`src/rtl/core/cav_div.sv`:
```
// ----------------------------------------------------------------------------
// cav_div
// Pipelined restoring divider, one quotient bit per stage, rounded to nearest
// with ties up. The quotient must fit in QW bits.
// ----------------------------------------------------------------------------
module cav_div #(
  parameter int NW = 36,
  parameter int QW = 21
) (
  input  logic             clk,
  input  logic             en,
  input  logic [NW+QW-1:0] u,
  input  logic [NW-1:0]    n,
  output logic [QW:0]      q
);
  localparam int UW = NW + QW;

  logic [NW-1:0] rem  [0:QW];
  logic [QW-1:0] low  [0:QW];
  logic [QW-1:0] quo  [0:QW];
  logic [NW-1:0] den  [0:QW];
  logic          rnd;

  // load the upper part of the dividend as the first partial remainder
  always_ff @(posedge clk) begin
    if (en) begin
      rem[0] <= u[UW-1:QW];
      low[0] <= u[QW-1:0];
      quo[0] <= '0;
      den[0] <= n;
    end
  end

  // one trial subtraction per stage
  for (genvar k = 0; k < QW; k++) begin : g_step
    logic [NW:0] trial;
    logic [NW:0] diff;
    logic        ge;

    assign trial = {rem[k], low[k][QW-1]};
    assign diff  = trial - {1'b0, den[k]};
    assign ge    = trial >= {1'b0, den[k]};

    always_ff @(posedge clk) begin
      if (en) begin
        rem[k+1] <= ge ? diff[NW-1:0] : trial[NW-1:0];
        low[k+1] <= low[k] << 1;
        quo[k+1] <= {quo[k][QW-2:0], ge};
        den[k+1] <= den[k];
      end
    end
  end

  // round up when the remainder is at least half the divisor
  assign rnd = rem[QW] >= (den[QW] - rem[QW]);

  always_ff @(posedge clk) begin
    if (en) begin
      q <= {1'b0, quo[QW]} + (QW+1)'(rnd);
    end
  end

endmodule

```
`config.mk`:
```
export PLATFORM = sky130hd
export DESIGN_NAME = cav_div
export DESIGN_NICKNAME = d
export VERILOG_FILES = /design/src/rtl/core/cav_div.sv
export SDC_FILE = /design/constraint.sdc
export NUM_CORES = 2
export LEC_CHECK = 0
export BUFFER_PORTS_ARGS = -buffer_cell sky130_fd_sc_hd__buf_2
export CAP_MARGIN = 20
export CORE_ASPECT_RATIO = 0.8
export CORE_MARGIN = 5
export CORE_UTILIZATION = 55
export DETAILED_ROUTE_END_ITERATION = 8
export HOLD_SLACK_MARGIN = 0.05
export PLACE_DENSITY = 0.71
export SLEW_MARGIN = 20
export SYNTH_ARGS = -nofsm -noshare
export SYNTH_HDL_FRONTEND = slang
export SYNTH_SLANG_ARGS = --single-unit
```
`constraint.sdc`:
```
create_clock -name clk -period 9.8 [get_ports clk]
set_input_delay 1.47 -clock clk [delete_from_list [all_inputs] [get_ports clk]]
set_output_delay 1.47 -clock clk [all_outputs]
set_load 0.01 [all_outputs]
```
### After elaboration in Yosys (flattened, before gate mapping)

Memories as Yosys holds them, arrays and structs flattened.
Index checks and enable logic that the tools add are counted.

| word-level totals | value |
|---|---|
| flip-flop bits (word level) | 22 |
| bits in latches | 0 |
| bits in writable memories | 2,508 |
| ROM bits | 0 |
| bits of input ports | 95 |
| output and inout bits | 22 |
| word-level logic and storage cells | 73 |
| memories | 4 |

| operators by class | value |
|---|---|
| add/subtract/negate cells | 23 |
| multipliers | 0 |
| div/mod/pow operators | 0 |
| $lt $le $gt $ge | 22 |
| equal/unequal tests | 0 |
| shift-type cells | 0 |
| mux-type cells | 23 |
| bitwise logic cells | 0 |
| reductions and logical operators | 0 |

Memories:

| name | words | bits a word | read ports | clocked after Yosys merged registers in | wr ports | RTL line | RTL |
|---|---|---|---|---|---|---|---|
| den | 22 | 36 | 22 | 0 | 22 | 21 | `logic [NW-1:0] den [0:QW];` |
| rem | 22 | 36 | 22 | 0 | 22 | 18 | `logic [NW-1:0] rem [0:QW];` |
| low | 22 | 21 | 21 | 0 | 22 | 19 | `logic [QW-1:0] low [0:QW];` |
| quo | 22 | 21 | 22 | 0 | 22 | 20 | `logic [QW-1:0] quo [0:QW];` |

Operators with widths:

| kind | number |
|---|---|
| subtractor 36 bit | 22 |
| >= comparator 37 x 36 -> 1 bit | 21 |
| 2-to-1 mux 36 bit | 21 |
| >= comparator 36 bit | 1 |
| adder 21 x 1 -> 22 bit | 1 |
| 2-to-1 mux 1 bit | 2 |

### Logic depth before layout (Yosys ltp)

| depth | value |
|---|---|
| depth in word-level cells | 3 |
| gate-level depth with buffers | 32 |
| gate-level depth less buffers | 32 |

### Least setup slack after synthesis

No wires, ideal clock.

| path | value |
|---|---|
| path type | register -> register |
| start | memory den[21][0] |
| end | register q[16], data pin |
| library setup time | 0.258 ns |
| arrival | 5.055 ns |
| required time | 9.542 ns |
| path slack | 4.487 ns |
| cell stages (with the launch flop) | 33 |
| path buffers | 0 |
| period minus slack after synthesis | 5.313 ns |
| cells stage by stage | edfxtp_1 > inv_1 > ha_1 > inv_1 > fa_1 > a211oi_1 > o211ai_1 > o2111ai_1 > a311oi_1 > nor4_1 > nor2_1 > o21ai_0 > nand2b_1 > a21oi_1 > xor2_1 > ha_1 > a21o_1 > a21o_1 > a21o_1 > a21oi_1 > nor2b_1 > o21ai_0 > a31oi_1 > o21ai_0 > a21oi_1 > ha_1 > and3_1 > and3_1 > and3_1 > nand4_1 > inv_1 > nand3_1 > xnor2_1 |

RTL lines:

| element | RTL line | RTL |
|---|---|---|
| start, declared | 21 |  |
| end signal, assigned | 59 | `q <= {1'b0, quo[QW]} + (QW+1)'(rnd);` |
| end, declared | 14 | `output logic [QW:0] q` |

==> reports/metrics.cfg <==
[yosys]
ys_types = 100
ys_warn_count = 0
synthTopCellsByArea = edfxtp_1 54%, ha_1 9.0%, a21oi_1 3.6%, xnor2_1 3.3%, inv_1 3.3%
yosysTopAreaCell = edfxtp_1
synth_top_area_share_pct = 54.1
syn_avg_cell_area_sq_um = 11.6
syn_area_sq_um = 115000
synth_flop_cell = edfxtp_1
syn_nets = 10900
synth_cells = 9906
synth_edf_count = 2068
ys_async_sr_fraction_pct = 0
yosys_register_bits = 2068
ys_seq_area_share_pct = 54.1

[finish]
syn2layout_area_growth_pct = 9.18
fin_nets = 11000
final_layout_size_suffix_gt1_share_pct = 9.13
layout.cells.non_filler = 13000

[timing]
slew_headroom_pct = 22.6
timing.final.crit_share_pct = 67.5
timing_hold_violations_final = 0
tns_ns = 0
max_freq_ghz = 0.151
setup_slack_ns = 3.18
finClkSkew_ns = 0.0908
tightest_slew_ns = 1.15
rsz0062_at_grt = no
setup_violations = 0
fin_crit_ns = 6.62
slew_violations = 0

[die]
die_area_sq_um = 218000
num_rows = 150
core_sq_um = 208000
die_h_um = 419
start_util_pct = 55.1
die_w_um = 521
num_io_pins = 117

[grt]
grt-ovfl-total = 0
antenna_found_initial = 7
grt_pass1_vias = 73900
grt_pass1_wl_mm = 430
grt_usage_pct = 25.1
grt_max_degree = 182

[placed_design]
place_ws_ns = 2.88
portBuffers = 116
dp.cells = 12600
dp_hpwl_mm = 211
place_congestion = 0.992

[clock_tree]
h-tree-depth = 4
ctsLongestPathBuffers = 4
cts_sinks = 2068
ctsResizeCount = 0
cts_setup_buffers = 0
cts_tree = done
hold_buffers = 0
numCtsBuffers = 213
path_clk_slew_ns = 0.06
clock_latency_ns = 0.91
cts_root_buffer = clkbuf_16

[worst_setup_path]
crit_type = flip-flop to flip-flop
arrival_ns = 7.27
rr_startpoint = den[21][0]
timing.rr.end = q[19]
crit_path_start = den[21][0]
endpoint_kind = flip-flop
rrSetupSlack_ns = 3.18
cp-endpoint = q[19]
cp_max_fo = 5
required_ns = 10.45
reg2regPathDepth = 27
start_kind = flip-flop

[routing]
drt-initial-drc-count = 7271
dr.pass1.iters = 6
post_drt_via_cell_ratio = 5.94
routed_wl_mm = 280
via_count = 77100
drt-wirelength-per-cell_um = 21.5
drc = 0
ant_nets = 0

[job]
drv_cap = 0

[pwr]
power_uw = 42800
leakagePower_uw = 0.0514
ir_drop_uv = 199
cellPowerDensity_nw_per_um2 = 341

[worst_hold_path]
holdCritPathClass = flip-flop to flip-flop
min_from = quo[12][4]

[run_status]
status = finished, final reports clean

-- worst min path at each step --
| stage | slack, ns | to | depth (start not counted) |
|---|---|---|---|
| global placement | 0.40 | low[4][38] | 0 |
| finish | 0.38 | quo[13][5] | 0 |
| CTS | 0.38 | quo[14][4] | 0 |
| global route | 0.38 | quo[13][5] | 0 |
| floorplan | 0.40 | low[0][22] | 0 |
| detailed placement | 0.40 | low[0][37] | 0 |
-- flip-flops by register name, summed over array words and instances (netlist names) --
register  count
q            22
low         231
rem         792
den         792
quo         231
-- routing by layer --
metal  share of wire [%]  global-route usage [%]  vias to the layer above
met5                   0                       0                        -
met4                 2.8                    6.87                        0
met3                 6.6                    3.64                      427
met2                  45                    39.3                     2499
met1                  46                    36.8                    37200
li1                    -                       -                    36900
-- power by group --
part / switching, uW / internal (uW)
Sequential: 1520 / 13000
Clock: 3430 / 4670
Combinational: 11500 / 8730
-- worst max-delay path, cell delays in order, from the launching register on --
cell,delay (ns)
edfxtp_1,0.39
inv_1,0.07
ha_1,0.15
inv_1,0.05
fa_1,0.42
a211oi_1,0.43
o211ai_1,0.20
o2111ai_1,0.22
a311oi_1,0.20
nor4_1,0.32
o21ai_0,0.37
a31oi_1,0.37
xnor2_1,0.13
ha_1,0.31
nand4_1,0.12
nor4_1,0.32
o21ai_0,0.17
a31oi_1,0.28
o21ai_0,0.15
a21oi_1,0.24
ha_1,0.21
and3_1,0.19
and3_1,0.25
and3_1,0.24
nand4_1,0.18
inv_1,0.16
nand3_1,0.11
xnor2_1,0.14
-- through the flow --
stage | instance area, sq um | util (%) | hold WS, ns
floorplan | 115000 | - | 0.400
global placement | 118000 | 56.8 | 0.400
detailed placement | 118000 | 56.8 | 0.405
CTS | 125000 | 60.1 | 0.379
global route | 125000 | 60.2 | 0.378
finish | 125000 | 60.2 | 0.381
-- cells by family (layout without fill, tap and decap cells) --
family	after synthesis	after routing	synth area share, %
DFF	2068	2068	54.1
AOI/OAI and AO/OA	2605	2605	14.5
adders and majority gates	851	851	9.42
and+or+nand+nor	2077	2077	8.75
buffers and inverters	1237	1561	4.18
muxes	391	391	3.89
xor gates and xnor gates	677	677	5.16
other	0	8	0
-- synthesized netlist by cell type, types with 60 or more instances --
cell type  count
edfxtp_1    2068
inv_1       1013
a21oi_1      836
ha_1         829
nor2_1       562
nand2_1      542
o21ai_0      494
a21o_1       460
xnor2_1      436
mux2_2       336
xor2_1       241
clkbuf_1     161
nand3_1      153
nand4_1      135
nor2b_1      126
and3_1       116
nor3_1       112
o21bai_1     111
nand2b_1     100
o21a_1        99
a31oi_1       87
o31ai_1       63
a211oi_1      60
-- cells in the final DEF (no fill, tap or decap), types with 336 or more instances in the layout --
master | netlist | layout
nor2_1 | 562 | 562
inv_1 | 1013 | 1013
edfxtp_1 | 2068 | 2068
o21ai_0 | 494 | 494
mux2_2 | 336 | 336
xnor2_1 | 436 | 436
a21oi_1 | 836 | 836
ha_1 | 829 | 829
a21o_1 | 460 | 458
nand2_1 | 542 | 542
-- layout make-up --
class                           instances  area (sq um)
Clock inverter                        131          1360
Antenna cell                            8          20.0
Tap cell                             2736          3420
Clock buffer                          249          5530
Timing Repair Buffer                  162          1100
Fill cell                           16400         83000
Inverter                             1019          3820
Multi-Input combinational cell       6601         48000
Sequential cell                      2068         62100
No activity file was read; power rests on OpenSTA's default activity.
