### config.mk
export PLATFORM = sky130hd
export DESIGN_NAME = cav_sqrt
export DESIGN_NICKNAME = d
export VERILOG_FILES = /design/src/rtl/core/cav_sqrt.sv
export SDC_FILE = /design/constraint.sdc
export NUM_CORES = 2
export LEC_CHECK = 0
export ABC_AREA = 1
export BUFFER_PORTS_ARGS = -buffer_cell sky130_fd_sc_hd__buf_2
export CAP_MARGIN = 40
export CELL_PAD_IN_SITES_DETAIL_PLACEMENT = 1
export CELL_PAD_IN_SITES_GLOBAL_PLACEMENT = 1
export CORE_MARGIN = 5
export CORE_UTILIZATION = 45
export CTS_CLUSTER_SIZE = 8
export DETAILED_ROUTE_END_ITERATION = 8
export PLACE_DENSITY_LB_ADDON = 0.1
export SETUP_SLACK_MARGIN = 0.5
export SYNTH_ARGS = -nofsm -noshare
export SYNTH_HDL_FRONTEND = slang
export SYNTH_SLANG_ARGS = --single-unit
export TNS_END_PERCENT = 20
### constraint.sdc
create_clock -name clk -period 2.5 [get_ports clk]
set_input_delay 0.25 -clock clk [delete_from_list [all_inputs] [get_ports clk]]
set_output_delay 0.25 -clock clk [all_outputs]
set_load 0.02 [all_outputs]
### src/rtl/core/cav_sqrt.sv
// ----------------------------------------------------------------------------
// cav_sqrt
// Pipelined digit-by-digit integer square root, one root bit per stage,
// rounded down.
// ----------------------------------------------------------------------------
module cav_sqrt #(
  parameter int RW = 22
) (
  input  logic            clk,
  input  logic            en,
  input  logic [2*RW-1:0] s,
  output logic [RW-1:0]   root
);
  localparam int SW = 2 * RW;

  logic [RW+1:0] rem [0:RW];
  logic [RW-1:0] rt  [0:RW];
  logic [SW-1:0] sv  [0:RW];

  // clear remainder and root, take the radicand
  always_ff @(posedge clk) begin
    if (en) begin
      rem[0] <= '0;
      rt[0]  <= '0;
      sv[0]  <= s;
    end
  end

  // bring down two radicand bits and try the next root bit
  for (genvar k = 0; k < RW; k++) begin : g_step
    logic [RW+3:0] cur;
    logic [RW+3:0] trial;
    logic [RW+3:0] diff;
    logic          ge;

    assign cur   = {rem[k], sv[k][SW-1:SW-2]};
    assign trial = {2'b00, rt[k], 2'b01};
    assign diff  = cur - trial;
    assign ge    = cur >= trial;

    always_ff @(posedge clk) begin
      if (en) begin
        rem[k+1] <= ge ? diff[RW+1:0] : cur[RW+1:0];
        rt[k+1]  <= {rt[k][RW-2:0], ge};
        sv[k+1]  <= sv[k] << 2;
      end
    end
  end

  assign root = rt[RW];

endmodule

* Yosys cells after proc, flatten, opt, wreduce, memory -nomap -nowiden *
Memories as Yosys holds them, arrays and structs flattened.
Index checks and enable logic that the tools add are counted.

cells by class
  $add $sub $neg = 22
  $lt $le $gt $ge = 22
  multiplexer cells = 24

operators with widths
  operator          number
  $ge A26 B24 Y1    22
  $mux W24          22
  $sub A24 B24 Y24  22
  $mux W1           2

word-level totals
  register bits after elaboration = 0
  memory bits (writable) = 2070
  input bits = 46
  output and inout bits = 22
  memories = 3

memory list
  memory  depth  width  rd ports  clocked after memory_dff  write ports  line  RTL
  sv      23     44     22        0                         23           18    logic [SW-1:0] sv [0:RW];
  rem     23     24     22        0                         23           16    logic [RW+1:0] rem [0:RW];
  rt      23     22     23        0                         23           17    logic [RW-1:0] rt [0:RW];

* Logic depth before layout (Yosys ltp) *
An unclocked memory read counts as a cell.

  word-level depth = 3
  depth in mapped cells = 15

* Least setup slack after synthesis *
Ideal clock, no wire load.

  kind = reg-to-reg
  start = memory rem[0][171] (netlist name)
  end = memory rem[1][5] (netlist name), data pin
  library setup time = 252 ps
  data arrival time = 1728 ps
  data required time = 2248 ps
  path slack = 519 ps
  cell stages (with the launch flop) = 11
  path through = edfxtp_1 -> ha_1 -> a21oi_1 -> o21ai_0 -> nand2_1 -> nand4_1 -> inv_1 -> nand2_1 -> buf_4 -> nand2_1 -> nand2_1

RTL lines
  what                line
  start: declaration  16

==> flow_results.org <==
** Logic synthesis
- Synthesized instance count :: 7586
- Per-instance average area after synthesis :: 8.765 µm²
- Synthesis produced a netlist with a net count of 7908.
- In this run, distinct cell masters in the synthesized netlist total 47.
- Counting flops with a built-in enable in the synthesized netlist gives roughly 1200.
- During synthesis, Yosys emitted a total of 0 warnings.
- Async set-reset flop share out of synthesis :: 0%
- Number of storage elements in the synthesis netlist :: between 1000 and 1500
- Post-Syn Area :: 66490 µm²
- For this run, the register share of the synthesized area comes to 55.68%.
- Main synth FF type :: edfxtp_1

** Critical path
- Critical Setup Path Class :: reg -> reg
- Data arrival time of the critical path :: around 2800 ps
- CP max stage cell :: edfxtp_1
- In this design, the stage delay of the slowest critical-path cell is ~450 ps.
- Family with the most delay on the worst path :: simple AND/OR/NAND/NOR gates
- Along the worst path, the maximum fanout reaches 3.
- The worst register-to-register path ends at rem[1][186]$_DFFE_PP_.
- In this run the critical register-to-register path is launched from rt[1][142]$_DFFE_PP_.
- For the worst setup path, the data required time is 3060 ps.
- Crit path buf inv count :: 5
- Cell repeated most along the worst path :: inv_1
- The worst register-to-register path has a setup slack of around 250 ps.
- The worst setup path is launched from a flop.
- Traced cell by cell, the critical path runs through inv_1 -> ha_4 -> nand2_2 -> nor2_1 -> inv_1 -> nor2_1 -> nand2_2 -> buf_4 -> buf_4 -> nand3_1 -> nand2_1 -> nand2_1 -> inv_1.
- For the worst flop-to-flop path, the logic depth is 13.
- Category of the worst setup path capture point :: flop

** STA
- Slew margin rel. :: approximately 59%
- Final setup vio count :: 0
- Fin Hold WS :: 149.2 ps
- Max Fclk :: 443.5 MHz
- Setup repair after global routing could not meet its margin everywhere.
- For the pin with the worst max-slew slack, the measured transition is 604.2 ps.
- The number of failing hold endpoints at the final stage is 0.
- Setup Skew :: between 40 and 50 ps
- Counting I/O delays and the setup requirement, the final critical path takes between 2000 and 2500 ps.
- Final Slew Violations :: 0
- After layout, the worst path uses 90.20% of the clock period.
- Total negative setup slack :: 0 ps

** Hold path
- Hold Crit Depth :: 2
- In this run the worst hold path is classified as in -> reg.
- The worst hold path begins at s[34].
- The path with the worst hold slack has its endpoint at sv[0][34]$_DFFE_PP_.

** Outcome
- The run finished with clean final reports.

** Global routing
- The first global-routing pass estimated roughly 310000 µm of wire.
- Total routing usage reported by global routing :: 25.25%
- After global routing the overflow that remains totals 0.
- Maximum number of pins on one net before global-route repair :: 103
- The number of global-route vias before repair was around 56000.
- Initial antenna violation count :: 1

** Place
- Summed over all nets, the half-perimeter wirelength after detailed placement is ~150000 µm.
- Port buffering added 67 buffers.
- Weighted congestion reported at the end of routability-driven placement :: around 0.9
- Cell area after placement :: 70640 µm²

** Clock network
- TritonCTS buffer count :: 176
- CTS built an H-tree with a depth of 4.
- Worst-case clock buffer depth :: 3
- CTS tree :: done
- Clock-pin slew was measured on the worst setup and hold paths at approximately 50 ps.
- Counting every sink on the clock net gives about 1200.
- Clock latency on the worst-skew pair, taken at its later pin, is between 800 and 900 ps.
- The tree is rooted in a clkbuf_16.

** Layout
- Cells with a size suffix above 1 make up between 20% and 30% of the layout.
- In the final layout, the multi-input gates occupy about 30000 µm².
- P&R area growth vs syn :: 30.01%
- After routing the design area is around 86000 µm².
- Most used cells in the layout excluding fill and tap cells :: nand2_1, edfxtp_1, inv_1
- Commonest non-fill, non-tap cell in the layout :: nand2_1
- Storage element area :: 37030 µm²
- After the last flow step, the layout net total stands at 8782.
- Number of fill cells in the layout :: approximately 16000

** Routing
- WL final :: around 210000 µm
- After the first detailed-routing iteration, the DRC count stood at around 3500.
- Drt first pass iters :: 5
- In the routed layout, each cell is associated on average with a via count of about 5.2.
- Drt wl/cell :: between 20 and 25 µm
- For this run, design rule violations remaining after detail routing come to 0.
- The final route contains around 54000 vias.
- Antenna violation net count after detailed routing :: 0

** Die
- Number of placement rows :: around 140
- Number of top-level pins :: 68
- Horizontal die dimension :: 394.4 µm
- The total area inside the core boundary comes to 147300 µm².
- Starting density of the core :: a little under half
- The floorplan step defined a die boundary enclosing around 160000 µm².
- The floorplan step set the die height to between 300 and 400 µm.

** Power and ir drop
- Leakage component of the power :: around 38 nW
- Power spread over the standard cell area amounts to 737.5 nW/µm².
- The worst-case IR drop observed on VDD is ~620 µV.

** Job
- Across the run, the number of max-cap violations was 0.
[worst reg2reg max path, stage by stage (launching register included)]
cell and delay (ps):
edfxtp_1 450, inv_1 120, ha_4 290, nand2_2 70, nor2_1 200, inv_1 60
nor2_1 130, nand2_2 120, buf_4 150, buf_4 130, nand3_1 100, nand2_1 70
nand2_1 100, inv_1 50
[Yosys cell counts (2+ instances only)]
cell         n  area (µm²)
xor2_1     107       937.2
or2_0        3       18.77
inv_2       11       41.29
buf_6       18       202.7
inv_4        2       12.51
nor4_1       3       18.77
nand3b_1    67       503.0
ha_1       276        3453
nor2_4       7       78.83
nand2_1   2618        9827
nand3_1    428        2142
o21bai_1     9       67.56
o21a_1       3       22.52
nor2_1     665        2496
and3_1       3       18.77
nand3_2     12       120.1
o21ai_0    132       660.6
and2_1       4       25.02
o21ai_1     38       190.2
a21o_1       2       15.01
and3b_1      2       17.52
nand4_1    101       631.9
nor2_2      20       125.1
a21oi_1    247        1236
buf_2       22       110.1
nand2_2     11       68.82
a21oi_2      5       43.79
buf_4       15       112.6
a31oi_1      3       18.77
edfxtp_1  1233       37030
o21ai_2      7       61.31
xnor2_1     65       569.3
o211ai_1     2       15.01
nor3_1      55       275.3
inv_1     1357        5094
nor3b_1      4       30.03
or2_2       16       100.1
a21boi_0     4       30.03
[routing by layer]
metal | vias up | global-route usage, % | routed length, µm
met3 | 446 | 3.425 | 7753
met4 | 0 | 8.923 | 8024
met1 | 26810 | 32.15 | 90380
met2 | 1163 | 44.25 | 106900
met5 | - | 0 | 0
li1 | 26060 | - | -
[sequential cells by signal (all words and copies together) (netlist names)]
signal and cells:
sv 506, rem 474, rt 253
[what timing repair did]
item	in CTS	in global routing
setup buffers	217	201
hold endpoints to repair	73	0
gates cloned	11	23
hold buffers	45	0
pin swaps	139	308
gates resized for setup	619	944
setup endpoints to repair	487	488
[worst max-delay path by stage]
| stage | start | to | slack [ps] | cells after the start |
|---|---|---|---|---|
| 6_report | rt[1][142]$_DFFE_PP_ | rem[1][186]$_DFFE_PP_ | 250 | 13 |
| 5_1_grt | rem[1][150]$_DFFE_PP_ | rem[1][186]$_DFFE_PP_ | 160 | 12 |
| 4_1_cts | rt[1][99]$_DFFE_PP_ | rem[1][137]$_DFFE_PP_ | 350 | 13 |
| 3_5_place_dp | rt[1][154]$_DFFE_PP_ | rem[2][21]$_DFFE_PP_ | -20 | 13 |
| 3_3_place_gp | rem[1][181]$_DFFE_PP_ | rem[2][19]$_DFFE_PP_ | 10 | 9 |
| 2_1_floorplan | rem[0][171]$_DFFE_PP_ | rem[1][5]$_DFFE_PP_ | 520 | 10 |
[through the flow]
| step | utilization (%) | std cells | power (mW) | setup slack [ps] |
|---|---|---|---|---|
| floorplan | - | 7586 | 33.60 | 519.1 |
| global placement | 47.95 | 9715 | 37.66 | 14.06 |
| detailed placement | 47.95 | 9715 | 38.07 | -22.23 |
| CTS | 55.08 | 10200 | 61.77 | 347.5 |
| global route | 58.68 | 10430 | 66.84 | 163.8 |
| finish | 58.68 | 10430 | 63.76 | 245.0 |
[power by group]
| part | switching (mW) | internal [mW] | total, mW |
|---|---|---|---|
| Sequential | 1.68 | 25.3 | 27.0 |
| Clock | 8.91 | 12.7 | 21.6 |
| Combinational | 9.18 | 6.00 | 15.2 |
| Total | 19.8 | 44.0 | 63.8 |
[cell families after synthesis]
logic type      Yosys count  synth area share [%]
compound gates          455                 3.600
buf+inv                1427                 8.394
flops                  1233                 55.68
other cells               1              0.005640
xor+xnor                172                 2.266
fa+ha+maj               276                 5.194
simple gates           4022                 24.86
[cell type report]
cell class	instances	area share (%)
inverters	1370	6.067
flip-flops and latches	1233	42.83
repair buffers	744	7.704
diodes	1	0.002895
multi-input cells	4928	34.90
clock inverters	24	0.4559
well taps	1930	2.793
repair inverters	7	0.07671
clock buffers	188	5.172
Note: power is estimated with default switching activity, not from simulation.
